**config.mk**
```make
export PLATFORM = sky130hd
export DESIGN_NAME = bitmap_block_allocator_unit
export DESIGN_NICKNAME = d
export VERILOG_FILES = /design/src/design/bba_pkg.sv /design/src/design/bba_ram.sv /design/src/design/bba_ffs.sv /design/src/design/bitmap_block_allocator_unit.sv
export SDC_FILE = /design/constraint.sdc
export NUM_CORES = 1
export LEC_CHECK = 0
export ABC_CLOCK_PERIOD_IN_PS = 14100
export BUFFER_PORTS_ARGS = -buffer_cell sky130_fd_sc_hd__buf_4
export CORE_ASPECT_RATIO = 2
export CORE_MARGIN = 10
export CORE_UTILIZATION = 65
export CTS_BUF_LIST = sky130_fd_sc_hd__clkbuf_16
export CTS_CLUSTER_SIZE = 16
export DETAILED_ROUTE_END_ITERATION = 7
export PLACE_DENSITY = 0.82
export SETUP_SLACK_MARGIN = 0.1
export SLEW_MARGIN = 40
export SYNTH_ARGS = -nofsm -noshare
export SYNTH_HDL_FRONTEND = slang
export SYNTH_SLANG_ARGS = --single-unit
```
**constraint.sdc**
```tcl
create_clock -name clk -period 14.1 [get_ports clk]
set_clock_uncertainty 0.1 [all_clocks]
set_input_delay 2.115 -clock clk [delete_from_list [all_inputs] [get_ports clk]]
set_output_delay 2.115 -clock clk [all_outputs]
set_load 0.03 [all_outputs]
```
**src/design/bba_pkg.sv**
```systemverilog
// Package for the bitmap block allocator: pool geometry, derived widths,
// transaction payload types, status and action codes, count saturation.
// No dependencies; used by bba_ffs and the top level (bba_ram does not use it).
`default_nettype none

package bba_pkg;

  // Pool geometry (BLOCK_BYTES and MAP_WORD_BITS are powers of two)
  localparam int NUM_BLOCKS    = 1024;
  localparam int BLOCK_BYTES   = 4096;
  localparam int MAP_WORD_BITS = 32;

  // Field widths
  localparam int OFFSET_W = 22;
  localparam int STATUS_W = 2;
  localparam int COUNT_W  = 10;
  localparam int COUNT_MAX = 1023;

  // Derived sizes
  localparam int MAP_WORDS = (NUM_BLOCKS + MAP_WORD_BITS - 1) / MAP_WORD_BITS;
  localparam int MAP_AW    = (MAP_WORDS > 1) ? $clog2(MAP_WORDS) : 1;
  localparam int BIT_W     = $clog2(MAP_WORD_BITS);
  localparam int BB_SH     = $clog2(BLOCK_BYTES);
  localparam int IDX_W     = MAP_AW + BIT_W;
  localparam int CNT_W     = $clog2(NUM_BLOCKS);

  // Request codes
  localparam logic ACT_ALLOC = 1'b0;
  localparam logic ACT_FREE  = 1'b1;

  // Result status codes
  typedef enum logic [STATUS_W-1:0] {
    ST_OK       = 2'd0,
    ST_OOM      = 2'd1,
    ST_BAD_FREE = 2'd2
  } status_t;

  typedef struct packed {
    logic                action;
    logic [OFFSET_W-1:0] offset;
  } in_t;

  typedef struct packed {
    logic [OFFSET_W-1:0] block_offset;
    status_t             status;
    logic [COUNT_W-1:0]  used_count;
  } out_t;

  // Lowest-clear-bit search result for one map word
  typedef struct packed {
    logic                     full;
    logic [MAP_WORD_BITS-1:0] onehot;
    logic [BIT_W-1:0]         pos;
  } bba_ffs_t;

  // Clamp the internal count to the result field
  function automatic logic [COUNT_W-1:0] sat_count(input logic [CNT_W-1:0] cnt);
    logic [COUNT_W-1:0] res;
    if (32'(cnt) > 32'(COUNT_MAX)) begin
      res = COUNT_W'(COUNT_MAX);
    end else begin
      res = COUNT_W'(cnt);
    end
    return res;
  endfunction

endpackage

`default_nettype wire

```
**src/design/bba_ram.sv**
```systemverilog
// Generic single-clock RAM: one write port, one read port, registered read.
// No dependencies.
`default_nettype none

module bba_ram #(
  parameter int WIDTH = 32,
  parameter int DEPTH = 32
) (
  input  wire logic                                      clk,
  input  wire logic                                      we,
  input  wire logic [((DEPTH > 1) ? $clog2(DEPTH) : 1)-1:0] waddr,
  input  wire logic [WIDTH-1:0]                          wdata,
  input  wire logic                                      re,
  input  wire logic [((DEPTH > 1) ? $clog2(DEPTH) : 1)-1:0] raddr,
  output logic      [WIDTH-1:0]                          rdata
);

  logic [WIDTH-1:0] mem [DEPTH];

  always_ff @(posedge clk) begin
    if (we) begin
      mem[waddr] <= wdata;
    end
    if (re) begin
      rdata <= mem[raddr];
    end
  end

endmodule

`default_nettype wire

```
**src/design/bba_ffs.sv**
```systemverilog
// Lowest-clear-bit finder for one allocation map word.
// Depends on bba_pkg.
`default_nettype none

module bba_ffs
  import bba_pkg::*;
(
  input  wire logic [MAP_WORD_BITS-1:0] word,
  output bba_ffs_t                      res
);

  logic [MAP_WORD_BITS-1:0] onehot;
  logic [BIT_W-1:0]         pos;

  // Isolate the lowest zero: carry of +1 stops at it
  assign onehot = ~word & (word + MAP_WORD_BITS'(1));

  // One-hot to binary, an OR over independent positions
  always_comb begin
    pos = '0;
    for (int i = 0; i < MAP_WORD_BITS; i++) begin
      if (onehot[i]) begin
        pos = pos | BIT_W'(i);
      end
    end
  end

  assign res.full   = &word;
  assign res.onehot = onehot;
  assign res.pos    = pos;

endmodule

`default_nettype wire

```
**src/design/bitmap_block_allocator_unit.sv**
```systemverilog
// Bitmap first-fit block allocator, top level: sequencer, valid bits,
// used counter and output register. Depends on bba_pkg, bba_ram, bba_ffs.
//
// Usage:
//   Input channel in_valid/in_ready/in_data carries one request per
//   transaction: allocate (lowest free block) or free (block at offset).
//   Output channel out_valid/out_ready/out_data returns exactly one result
//   per request: byte offset, status and the used count after the request.
//   An allocate whose free block lies in map word k scans map words 0 to k
//   and then passes to the result state; the scan reads one map word per
//   cycle from the map RAM. A free passes through a write-back state and
//   then the result state; an invalid free that is rejected on its index
//   goes straight to the result state. One request is in flight at a time;
//   in_ready rises with out_valid, and a result may still wait in the output
//   register.
//   Reset (rst_n low, synchronous) clears the per-word valid bits, so the
//   map reads as all free except reserved block 0, and zeroes the count;
//   no clearing pass is needed.
//   A stalled receiver holds the finished result in the sequencer until
//   the output register frees up; the map is already updated by then.
`default_nettype none

module bitmap_block_allocator_unit
  import bba_pkg::*;
(
  input  wire logic clk,
  input  wire logic rst_n,
  input  wire logic in_valid,
  output logic      in_ready,
  input  wire in_t  in_data,
  output logic      out_valid,
  input  wire logic out_ready,
  output out_t      out_data
);

  typedef enum logic [3:0] {
    S_IDLE = 4'b0001,
    S_SCAN = 4'b0010,
    S_FREE = 4'b0100,
    S_FIN  = 4'b1000
  } state_t;

  localparam logic [MAP_AW-1:0] LAST_WORD = MAP_AW'(MAP_WORDS - 1);

  state_t                   state_r, state_nxt;
  logic [MAP_AW-1:0]        word_r, word_nxt;
  logic [BIT_W-1:0]         bit_r, bit_nxt;
  logic [MAP_WORDS-1:0]     vld_r, vld_nxt;
  logic [CNT_W-1:0]         cnt_r, cnt_nxt;
  out_t                     res_r, res_nxt;
  out_t                     out_r, out_nxt;
  logic                     out_valid_r, out_valid_nxt;

  // Map RAM port signals
  logic                     ram_we;
  logic [MAP_WORD_BITS-1:0] ram_wdata;
  logic                     ram_re;
  logic [MAP_AW-1:0]        ram_raddr;
  logic [MAP_WORD_BITS-1:0] ram_rdata;

  logic [MAP_WORD_BITS-1:0] eff_word;
  bba_ffs_t                 ffs;

  // Free request decode
  logic [31:0]              free_idx;
  logic                     free_bad;
  logic [MAP_AW-1:0]        free_word;
  logic [BIT_W-1:0]         free_bit;
  logic [MAP_WORD_BITS-1:0] free_mask;

  // Allocation candidate
  logic [IDX_W-1:0]         alloc_idx;
  logic                     alloc_oob;
  logic [63:0]              alloc_prod;
  logic [CNT_W-1:0]         cnt_inc;
  logic [CNT_W-1:0]         cnt_dec;

  bba_ram #(
    .WIDTH (MAP_WORD_BITS),
    .DEPTH (MAP_WORDS)
  ) u_map (
    .clk   (clk),
    .we    (ram_we),
    .waddr (word_r),
    .wdata (ram_wdata),
    .re    (ram_re),
    .raddr (ram_raddr),
    .rdata (ram_rdata)
  );

  // Never-written words read as their reset value
  always_comb begin
    if (vld_r[word_r]) begin
      eff_word = ram_rdata;
    end else if (word_r == '0) begin
      eff_word = MAP_WORD_BITS'(1);
    end else begin
      eff_word = '0;
    end
  end

  bba_ffs u_ffs (
    .word (eff_word),
    .res  (ffs)
  );

  assign free_idx  = 32'(in_data.offset >> BB_SH);
  assign free_bad  = (free_idx == 32'd0) || (free_idx >= 32'(NUM_BLOCKS));
  assign free_word = free_idx[BIT_W +: MAP_AW];
  assign free_bit  = free_idx[BIT_W-1:0];
  assign free_mask = MAP_WORD_BITS'(1) << bit_r;

  assign alloc_idx  = {word_r, ffs.pos};
  assign alloc_oob  = 32'(alloc_idx) >= 32'(NUM_BLOCKS);
  assign alloc_prod = 64'(alloc_idx) << BB_SH;
  assign cnt_inc    = cnt_r + CNT_W'(1);
  assign cnt_dec    = (cnt_r != '0) ? (cnt_r - CNT_W'(1)) : cnt_r;

  // Sequencer: one request at a time, so a write-back always lands
  // before the next read of the same word is issued
  always_comb begin
    state_nxt     = state_r;
    word_nxt      = word_r;
    bit_nxt       = bit_r;
    vld_nxt       = vld_r;
    cnt_nxt       = cnt_r;
    res_nxt       = res_r;
    out_nxt       = out_r;
    out_valid_nxt = out_valid_r & ~out_ready;
    ram_re        = 1'b0;
    ram_raddr     = word_r + MAP_AW'(1);
    ram_we        = 1'b0;
    ram_wdata     = eff_word;

    unique case (state_r)
      S_IDLE: begin
        if (in_valid) begin
          res_nxt.block_offset = '0;
          res_nxt.used_count   = sat_count(cnt_r);
          res_nxt.status       = ST_OK;
          if (in_data.action == ACT_ALLOC) begin
            ram_re    = 1'b1;
            ram_raddr = '0;
            word_nxt  = '0;
            state_nxt = S_SCAN;
          end else if (free_bad) begin
            res_nxt.status = ST_BAD_FREE;
            state_nxt      = S_FIN;
          end else begin
            ram_re    = 1'b1;
            ram_raddr = free_word;
            word_nxt  = free_word;
            bit_nxt   = free_bit;
            state_nxt = S_FREE;
          end
        end
      end

      S_SCAN: begin
        if (!ffs.full) begin
          if (alloc_oob) begin
            res_nxt.status = ST_OOM;
          end else begin
            ram_we                = 1'b1;
            ram_wdata             = eff_word | ffs.onehot;
            vld_nxt[word_r]       = 1'b1;
            cnt_nxt               = cnt_inc;
            res_nxt.block_offset  = alloc_prod[OFFSET_W-1:0];
            res_nxt.used_count    = sat_count(cnt_inc);
          end
          state_nxt = S_FIN;
        end else if (word_r == LAST_WORD) begin
          res_nxt.status = ST_OOM;
          state_nxt      = S_FIN;
        end else begin
          // word full: fetch the next one
          ram_re   = 1'b1;
          word_nxt = word_r + MAP_AW'(1);
        end
      end

      S_FREE: begin
        if (!eff_word[bit_r]) begin
          res_nxt.status = ST_BAD_FREE;
        end else begin
          ram_we             = 1'b1;
          ram_wdata          = eff_word & ~free_mask;
          vld_nxt[word_r]    = 1'b1;
          cnt_nxt            = cnt_dec;
          res_nxt.used_count = sat_count(cnt_dec);
        end
        state_nxt = S_FIN;
      end

      S_FIN: begin
        if (!out_valid_r || out_ready) begin
          out_nxt       = res_r;
          out_valid_nxt = 1'b1;
          state_nxt     = S_IDLE;
        end
      end

      default: begin
        state_nxt = S_IDLE;
      end
    endcase
  end

  // Control state
  always_ff @(posedge clk) begin
    if (!rst_n) begin
      state_r     <= S_IDLE;
      vld_r       <= '0;
      cnt_r       <= '0;
      out_valid_r <= 1'b0;
    end else begin
      state_r     <= state_nxt;
      vld_r       <= vld_nxt;
      cnt_r       <= cnt_nxt;
      out_valid_r <= out_valid_nxt;
    end
  end

  // Payload
  always_ff @(posedge clk) begin
    word_r <= word_nxt;
    bit_r  <= bit_nxt;
    res_r  <= res_nxt;
    out_r  <= out_nxt;
  end

  assign in_ready  = (state_r == S_IDLE);
  assign out_valid = out_valid_r;
  assign out_data  = out_r;

endmodule

`default_nettype wire
```
## After elaboration in Yosys (flattened, before gate mapping)

Memory sizes are Yosys's and may differ from the RTL's. A register that Yosys moved wholly into a read port is not among the register bits.
Cells that the tools add are included.

- RAM bits: 1024
- Bits in registers: 125
- Input port bits: 27
- Memories kept: 1

- Reduce and logical (&&, ||, !) cells: 19
- Add/subtract/negate cells: 4
- Mux-type cells: 170
- Eq/ne operators: 17
- Bitwise gates (word level): 8
- $lt $le $gt $ge: 4
- Shift-type cells: 1

Memory list:

| memory | words | width | rd ports | clocked after Yosys merged registers in | write ports | line | RTL |
|---|---|---|---|---|---|---|---|
| u_map.mem | 32 | 32 | 1 | 1 | 1 | bba_ram.sv:18 | `logic [WIDTH-1:0] mem [DEPTH];` |

Operators with widths:

| cell | count |
|---|---|
| 2-to-1 mux 32 bit | 14 |
| 2-to-1 mux 5 bit | 49 |
| 2-to-1 mux 34 bit | 4 |
| 2-to-1 mux 10 bit | 13 |
| one-hot mux 32 bit (2 select lines) | 2 |
| 2-to-1 mux 4 bit | 24 |
| 2-to-1 mux 22 bit | 4 |
| AND 32 bit | 2 |
| NOT 32 bit | 2 |
| OR 32 bit | 2 |
| one-hot mux 22 bit (2 select lines) | 1 |
| one-hot mux 12 bit (3 select lines) | 1 |
| adder 32 x 1 -> 32 bit (second input constant) | 1 |
| logical NOT 32 bit | 1 |
| 2-to-1 mux 2 bit | 16 |
| AND reduction 32 bit | 1 |
| << shifter 1 x 5 -> 32 bit (first input constant) | 1 |
| 2-to-1 mux 1 bit | 30 |
| one-hot mux 10 bit (2 select lines) | 1 |
| != test 2 bit (second input constant) | 9 |
| one-hot mux 4 bit (4 select lines) | 1 |
| < comparator 5 x 6 -> 1 bit (second input constant) | 2 |
| 2-to-1 mux 3 bit | 4 |
| greater-or-equal comparator 10 x 11 -> 1 bit (second input constant) | 1 |
| other kinds (28) | 37 |

## Depth between registers and ports, before layout

Gate-level depths: netlist (run 1).

- Depth after elaboration: 42
- Gate-level depth with buffers: 14

## Modules after synthesis

Synthesis (run 1) repeated with hierarchy kept, for this count alone.

- Cell total of the unflattened synthesis: 2988
- Area, all modules: 47498.1 um^2

Modules (own cells, without submodules):

| module | cells an instance | instances | area each (um^2) |
|---|---|---|---|
| bba_ram | 2260 | 1 | 40812.9 |
| bitmap_block_allocator_unit | 596 | 1 | 5924.4 |
| bba_ffs | 132 | 1 | 760.7 |

## Worst setup path after synthesis (run 1)

No wires, ideal clock.

- Path kind: register to register
- From: register word_r[0]
- To: memory u_map.mem[0][21], data pin
- Clock period less this slack: 4792 ps
- Setup time: 563 ps
- Stages on the path, launching flop included: 10
- Arrival time: 4129 ps
- Setup slack: 9308 ps
- Data required time: 13437 ps
- Path buffers: 3
- Path through: edfxtp_1 buf_6 buf_6 mux2_1 a221oi_2 o21ai_1 o311ai_0 nand2_1 clkbuf_1 o41ai_1

- Cells in the longest elaborated chain, start to end: 12

Ends and longest elaborated chain:

| what | line | RTL |
|---|---|---|
| start: declaration | bitmap_block_allocator_unit.sv:46 | `logic [MAP_AW-1:0] word_r, word_nxt;` |
| start signal: assignment | bitmap_block_allocator_unit.sv:226 | `word_r <= word_nxt;` |
| parallel branches: the longest is 3 deep, another holds binary-select mux 1 bit (select 5 bit) | -- |  |
| 2-to-1 mux 32 bit (*) | bitmap_block_allocator_unit.sv:93 | `if (vld_r[word_r]) begin` |
| adder 32 x 1 -> 32 bit | bba_ffs.sv:16 | `assign onehot = ~word & (word + MAP_WORD_BITS'(1));` |
| AND 32 bit | bba_ffs.sv:16 |  |
| OR 32 bit | bitmap_block_allocator_unit.sv:165 | `ram_wdata = eff_word \| ffs.onehot;` |
| 2-to-1 mux 32 bit | bitmap_block_allocator_unit.sv:160 | `if (!ffs.full) begin` |
| 2-to-1 mux 32 bit | bitmap_block_allocator_unit.sv:135 | `unique case (state_r)` |
| 2-to-1 mux 32 bit | bitmap_block_allocator_unit.sv:160 |  |
| 2-to-1 mux 32 bit | bitmap_block_allocator_unit.sv:135 |  |
| one-hot mux 32 bit (2 select lines) (*) | bitmap_block_allocator_unit.sv:135 |  |
| net ram_wdata[21] | bitmap_block_allocator_unit.sv:56 | `logic [MAP_WORD_BITS-1:0] ram_wdata;` |
| end: declaration | bba_ram.sv:18 |  |

Mark *: on every way through the listed nets, which the timed path passes. The select of a mux whose other input is x is not followed.

## Worst setup path after layout (run 1)

- From: input in_data[22] in the netlist's numbering
- To: register u_map.rdata[31], read port of u_map.mem, data pin

- Cells in the longest elaborated chain, start to end: 6

Ends and longest elaborated chain:

| what | line | RTL |
|---|---|---|
| start: declaration | bitmap_block_allocator_unit.sv:30 | `input wire in_t in_data,` |
| 2-to-1 mux 1 bit / 2-to-1 mux 5 bit (equally long branches) | bitmap_block_allocator_unit.sv:141 | `if (in_data.action == ACT_ALLOC) begin` |
| 2-to-1 mux 1 bit / 2-to-1 mux 5 bit (equally long branches) | bitmap_block_allocator_unit.sv:137 | `if (in_valid) begin` |
| 2-to-1 mux 1 bit / 2-to-1 mux 5 bit (equally long branches) | bitmap_block_allocator_unit.sv:135 |  |
| 2-to-1 mux 1 bit / 2-to-1 mux 5 bit (equally long branches) | bitmap_block_allocator_unit.sv:137 |  |
| 2-to-1 mux 1 bit / 2-to-1 mux 5 bit (equally long branches) | bitmap_block_allocator_unit.sv:135 |  |
| one-hot mux 1 bit (2 select lines) / 2-to-1 mux 5 bit (equally long branches) | bitmap_block_allocator_unit.sv:135 |  |
| end: declaration | bba_ram.sv:15 | `output logic [WIDTH-1:0] rdata` |

Several ways; a longest one is shown, not always the timed one. The select of a mux whose other input is x is not followed.
A chain may end at the register's enable or synchronous reset.

==> results of run 1 <==
path summary, 6_finish.rpt:
check | slack, ns | start | endpoint
setup / recovery | 8.06 | in_data[22] | u_map.rdata[31]
hold / removal | 0.32 | res_r[3] | out_data[3]
setup reg to reg | 8.18 | word_r[1] | u_map.rdata[31]
hold reg to reg | 0.32 | res_r[3] | out_data[3]
critical path: stages:
cell and delay [ns]:
buf_4 0.16, and2_1 0.17, nand4_1 0.11, o211a_4 0.67
buf_12 0.52, buf_16 0.47, buf_12 0.45, buf_16 0.44
mux2i_1 0.16, mux2_2 0.29, a22oi_1 0.28, and4_1 0.44
final cells by class:
cell class / instances / area, µm²
fillers: 4339 / 21000
multi-input cells: 1490 / 13500
well taps: 929 / 1160
clock buffers: 94 / 2350
repair buffers: 114 / 987
inverters: 21 / 78.8
clock inverters: 71 / 616
flip-flops and latches: 1157 / 34300
metrics by stage:
step | power, W | cell area, µm² | utilization
3_3_place_gp | 0.00495 | 49700 | 0.673
5_1_grt | 0.00772 | 52900 | 0.716
6_report | 0.00751 | 52900 | 0.716
4_1_cts | 0.00752 | 52900 | 0.716
2_1_floorplan | 0.00472 | 48400 | -
3_5_place_dp | 0.00500 | 49900 | 0.675
power by group through the flow:
stage,clock network [W],logic (W),registers (W)
2_1_floorplan,0,0.000753,0.00396
3_3_place_gp,0,0.000961,0.00399
3_5_place_dp,0,0.00101,0.00399
4_1_cts,0.00259,0.00102,0.00392
5_1_grt,0.00272,0.00108,0.00392
6_report,0.00257,0.00103,0.00392
cell families (layout without fill, tap and decap cells):
logic type,Yosys count,in the layout
compound gates,330,330
fa+ha+maj,8,8
simple gates,335,335
other cells,1,12
flops,1157,1157
mux,793,793
buf+inv,206,300
xor+xnor,12,12
layer usage:
layer / vias up / GRT usage / routed length, µm
li1: 11396 / - / -
met4: 0 / 0.156 / 6860
met5: - / 0 / 0
met2: 1211 / 0.469 / 60700
met1: 13417 / 0.323 / 41500
met3: 357 / 0.0432 / 8630
placed cells by master (no fill, tap or decap), drive strengths merged, types with 43 or more instances in the layout:
cell	count
a22oi	137
edfxtp	1110
mux2i	519
clkbuf	94
and3	50
mux2	262
dfxtp	47
buf	114
nand2	79
inv	43
sequential cells by signal, summed over array words and instances (netlist names):
signal and cells:
state_r 4, cnt_r 10, out_valid 1, bit_r 5
out_data 22, word_r 5, u_map.rdata 32, vld_r 32
u_map.mem 1024, res_r 22
==> impl_results.md, run 1 <==
- Status: finished, final reports clean
- Final Worst Setup Slack: 8.06 ns
- Final setup vio count: 0
- CP Max Fanout: 81
- Initial DRC count: 2981
- Pins Over Slew Limit: 0
- H-tree depth: 3
- Top-count cell post-synth: edfxtp_1
- Die ar.: 86400 µm²
- Final hold violation count: 0
- Combinational share of power: 0.137
- Total negative slack: 0 ns
- Min cycle time layout: 6.04 ns
- Cell taking the most area after synthesis: edfxtp_1
- GRT Total Usage: 0.274
- EDFF count, synth: 1110
- Peak supply drop: 0.0903 mV
- Non-filler cells, final: 3876
- Synth top cells by count: edfxtp_1, mux2i_1, mux2_2, a22oi_1, buf_2
- Sw power: 0.00184 W
- Num CTS Buffers: 93
- Asr flop ratio synth: 0
- Post-synthesis xor/xnor area fraction: 0.00217
- Antenna Cells: 0
- Wirelength per Cell: 30.4 µm
- WHS Path Cells: 0
- Post-synthesis mux area share: 0.174
- Part of the power in registers: 0.521
- I/O Buffers: 38
- FF+latch count, synth: 1157
- Max Clk Rate: 0.166 GHz
- Leakage: 19.0 nW
- Die Width: 213 µm
- Starting Density: 0.655
- RSZ-0062 raised after global routing: no
- Pre-CTS WS: 7.44 ns
- Number of global-route vias before repair: 26645
- Ranking of synthesized cells by area: edfxtp_1, mux2i_1, mux2_2, a22oi_1, dfxtp_1
- Largest family of logic cells by synthesized area: multiplexers
- Share of the synthesized area in the top cell type: 0.689
- Critical setup path kind: in -> reg
- Number of vias per cell: 6.81
- Sw frac: 0.245
- Int Pwr: 0.00567 W
- Worst relative slew slack: 0.418
- Post-route ant nets: 0
- Chip Height: 406 µm
- CTS tree: built
- Post-Synthesis Cell Area: 48400 µm²
- Period Utilization, post-route: 0.428
- Synth Flop Type: edfxtp_1
- Bufs on Longest Clock Path: 3
- Post-cts sizing count: 0
- Top Ports: 63
- Worst slew pin tran: 0.865 ns
- Crit end category: flip-flop
- DP Cell Count: 3709
- Clk pin slew, worst setup/hold paths: 0.06 ns
- First-pass GRT wire length: 172000 µm
- Synthesis-to-layout area growth: 9.37%
- WHS: 0.319 ns
- DRT Wirelength: 118000 µm
- Drt pass-1 iters: 8
- Post-Synth Simple-Gate Area: 0.0409
- Cells after synthesis: 2842
- Distinct cells, synth: 96
- Cts hold-fix bufs: 0
- Placement row count: 141
- # nets final: 2912
- CTS root buf: clkbuf_16
- Synthesis Warnings: 0
- Max cap viols: 0
- R2r worst-path depth: 13
- Latest clock arrival within the worst-skew pair: 0.71 ns
- Sequential fraction of the synthesis area: 0.708
- Pwr dens: 142 nW/µm²
- Layout cells sized above 1: 0.211
- Total core area: 73900 µm²
- Synth Area in Compound Gates: 0.0523
- Syn Area/Cell: 17.0 µm²
- Crit path required time: 14.50 ns
- Synth Area in Adders: 0.00207
- Postcts setup bufs: 0
- Total gr overflow: 0
- Dpl hpwl: 65200 µm
- Hold Path Class: reg -> reg
- Initial antenna violation count: 0
- Critical Path AT: 6.44 ns
- Drt drc: 0
- Clock sink count: 1157
- Largest net degree at the start of global routing: 135
- Clock network fraction of total power: 0.342
- CP Launch Type: input port
- RePlAce Congestion: 0.936
- Total number of vias: 26381
No activity file was read; power rests on OpenSTA's default activity.
==> inputs of run 2 (changes only) <==
--- a/config.mk
+++ b/config.mk
@@ -5,15 +5,15 @@
 export SDC_FILE = /design/constraint.sdc
 export NUM_CORES = 1
 export LEC_CHECK = 0
-export ABC_CLOCK_PERIOD_IN_PS = 14100
+export ABC_CLOCK_PERIOD_IN_PS = 5600
 export BUFFER_PORTS_ARGS = -buffer_cell sky130_fd_sc_hd__buf_4
 export CORE_ASPECT_RATIO = 2
 export CORE_MARGIN = 10
-export CORE_UTILIZATION = 65
+export CORE_UTILIZATION = 63
 export CTS_BUF_LIST = sky130_fd_sc_hd__clkbuf_16
 export CTS_CLUSTER_SIZE = 16
 export DETAILED_ROUTE_END_ITERATION = 7
-export PLACE_DENSITY = 0.82
+export PLACE_DENSITY = 0.8
 export SETUP_SLACK_MARGIN = 0.1
 export SLEW_MARGIN = 40
 export SYNTH_ARGS = -nofsm -noshare
==> constraint.sdc (replaced) <==
create_clock -name clk -period 5.6 [get_ports clk]
set_clock_uncertainty 0.1 [all_clocks]
set_input_delay 0.84 -clock clk [delete_from_list [all_inputs] [get_ports clk]]
set_output_delay 0.84 -clock clk [all_outputs]
set_load 0.03 [all_outputs]
==> impl_results.md, run 2 (synthesis gave the netlist of run 1 again) <==
- Status: finished, final reports clean
- Final hold violation count: 0 (unchanged)
- Cts hold-fix bufs: 0 (unchanged)
- H-tree depth: 3 (unchanged)
- Largest Register: u_map.mem
- Post-cts sizing count: 0 (unchanged)
- CTS tree: built
- Slowest CP cell: and3_2
- Most frequent cells in the layout: edfxtp_1, mux2i_1, mux2_2
- Total number of vias: 26966 (+2.2%)
- Largest register FFs: 1024 (unchanged)
- Peak supply drop: 0.266 mV (+190%)
- DRT Wirelength: 125000 µm (+6.1%)
- Drt drc: 0 (unchanged)
- Worst relative slew slack: 0.411 (-0.00775)
- Postcts setup bufs: 0 (unchanged)
- RSZ-0062 raised after global routing: no
- Clk pin slew, worst setup/hold paths: 0.07 ns (about the same)
- Number of vias per cell: 6.77 (-0.53%)
- Fin util: 0.701 (-0.0153)
- Fin area: 53300 µm² (+0.68%)
- Min cycle time layout: 4.79 ns
- Pins Over Slew Limit: 0 (unchanged)
- GRT Total Usage: 0.277 (+0.00317)
- Max cap viols: 0 (unchanged)
- # nets final: 2936 (+0.82%)
- DP Cell Count: 3820 (+3.0%)
- Synthesis-to-layout area growth: 10.1%
- Layout cells sized above 1: 0.217 (+0.00592)
- Critical setup path kind: reg -> reg
- First-pass GRT wire length: 180000 µm (+5.0%)
- Crit path required time: 5.85 ns (-8.65 ns)
- Die ar.: 89000 µm² (+2.9%)
- Max Clk Rate: 0.209 GHz
- Largest net degree at the start of global routing: 85 (-37%)
- Total core area: 76000 µm² (+2.9%)
- Final setup vio count: 0 (unchanged)
- Leading cell type in the layout, fill and taps excluded: edfxtp_1
- Critical Path AT: 5.04 ns (-1.40 ns)
- Placed cell area: 50300 µm² (+0.71%)
- Hold Path Class: in -> reg
- Chip Height: 412 µm (+1.5%)
- Period Utilization, post-route: 0.855
- CTS root buf: clkbuf_16
- Die Width: 216 µm (+1.4%)
- Num CTS Buffers: 93 (unchanged)
- Bufs on Longest Clock Path: 3 (unchanged)
- Latest clock arrival within the worst-skew pair: 0.73 ns (+0.02 ns)
- Non-filler cells, final: 3983 (+2.8%)
- Pwr dens: 356 nW/µm² (+150%)
- Worst slew pin tran: 0.884 ns (+0.0196 ns)
- Wirelength per Cell: 31.4 µm (+3.3%)
- Initial DRC count: 3026 (+1.5%)
- Worst-path cell chain: inv_1 -> ha_1 -> nand2_1 -> nor4_1 -> and4_1 -> o31ai_4 -> nand2_2 -> and3_2 -> buf_4
- Critical Path Max Stage Delay: 0.84 ns (+0.17 ns)
- Antenna Cells: 0 (unchanged)
- CP Max Fanout: 32 (-60%)
- Clock sink count: 1157 (unchanged)
- Largest regs: u_map.mem (1024), u_map.rdata (32), vld_r (32)
- I/O Buffers: 38 (unchanged)
- Starting Density: 0.637 (-0.0183)
- Number of global-route vias before repair: 27401 (+2.8%)
- Total negative slack: 0 ns (unchanged)
- Total gr overflow: 0 (unchanged)
- Placement row count: 143 (+1.4%)
- Drt pass-1 iters: 6 (-2)
- CP Launch Type: flip-flop
- Post-route ant nets: 0 (unchanged)
- Crit end category: flip-flop
- Dpl hpwl: 72500 µm (+11%)
- Leakage: 19.1 nW (+0.66%)
- Top Ports: 63 (unchanged)
- Initial antenna violation count: 0 (unchanged)
- RePlAce Congestion: 0.954 (+2.0%)
-- run 2: changes by cell type in the layout (fill, tap and decap cells not counted), sizes merged --
cell      change
buf          +24
bufinv        -2
inv           -3
clkinvlp      -2
clkinv        +4
-- run 2: critical path, delay by kind of cell (launching register included) --
kind                     cells  cell delay [ns]
buffers and inverters        2             0.81
adder cells (fa/ha/maj)      1             0.47
AO/OA/AOI/OAI                1             0.15
flip-flops                   1             0.65
AND/OR/NAND/NOR              5             2.19
-- run 2: final timing paths --
check / startpoint / end / slack (ns) / depth (start not counted)
max: word_r[1] / u_map.mem[21][18] / 0.81 / 9
max reg2reg: word_r[1] / u_map.mem[21][18] / 0.81 / 9
min reg2reg: res_r[29] / out_data[29] / 0.32 / 0
min: in_data[15] / bit_r[3] / 0.23 / 1
-- run 2: cell type report --
cell class              instances  area (µm²)
clock buffers                  94        2350
fillers                      4735       22700
multi-input cells            1490       13400
clock inverters                68         646
well taps                    1015        1270
inverters                      21        78.8
repair buffers                138        1260
flip-flops and latches       1157       34300
-- run 2: through the flow --
stage / total power, W / setup slack [ns] / hold slack [ns]
CTS: 0.0190 / 0.655 / 0.197
global route: 0.0195 / 0.644 / 0.220
floorplan: 0.0119 / 0.808 / 0.300
global placement: 0.0126 / 0.699 / 0.302
detailed placement: 0.0127 / 0.676 / 0.306
finish: 0.0190 / 0.810 / 0.227
-- run 2: power breakdown --
group	switching, W	total (W)	leakage (nW)	internal (W)
Sequential	0.000131	0.00986	10.5	0.00973
Combinational	0.00159	0.00267	7.06	0.00108
Clock	0.00305	0.00646	1.52	0.00341
-- run 2: per-layer routing --
layer,wire (µm),global-route usage,vias to the layer above
li1,-,-,11436
met1,42700,0.308,13750
met2,65500,0.489,1395
met3,8680,0.0444,385
met4,8050,0.174,0
met5,0,0,-
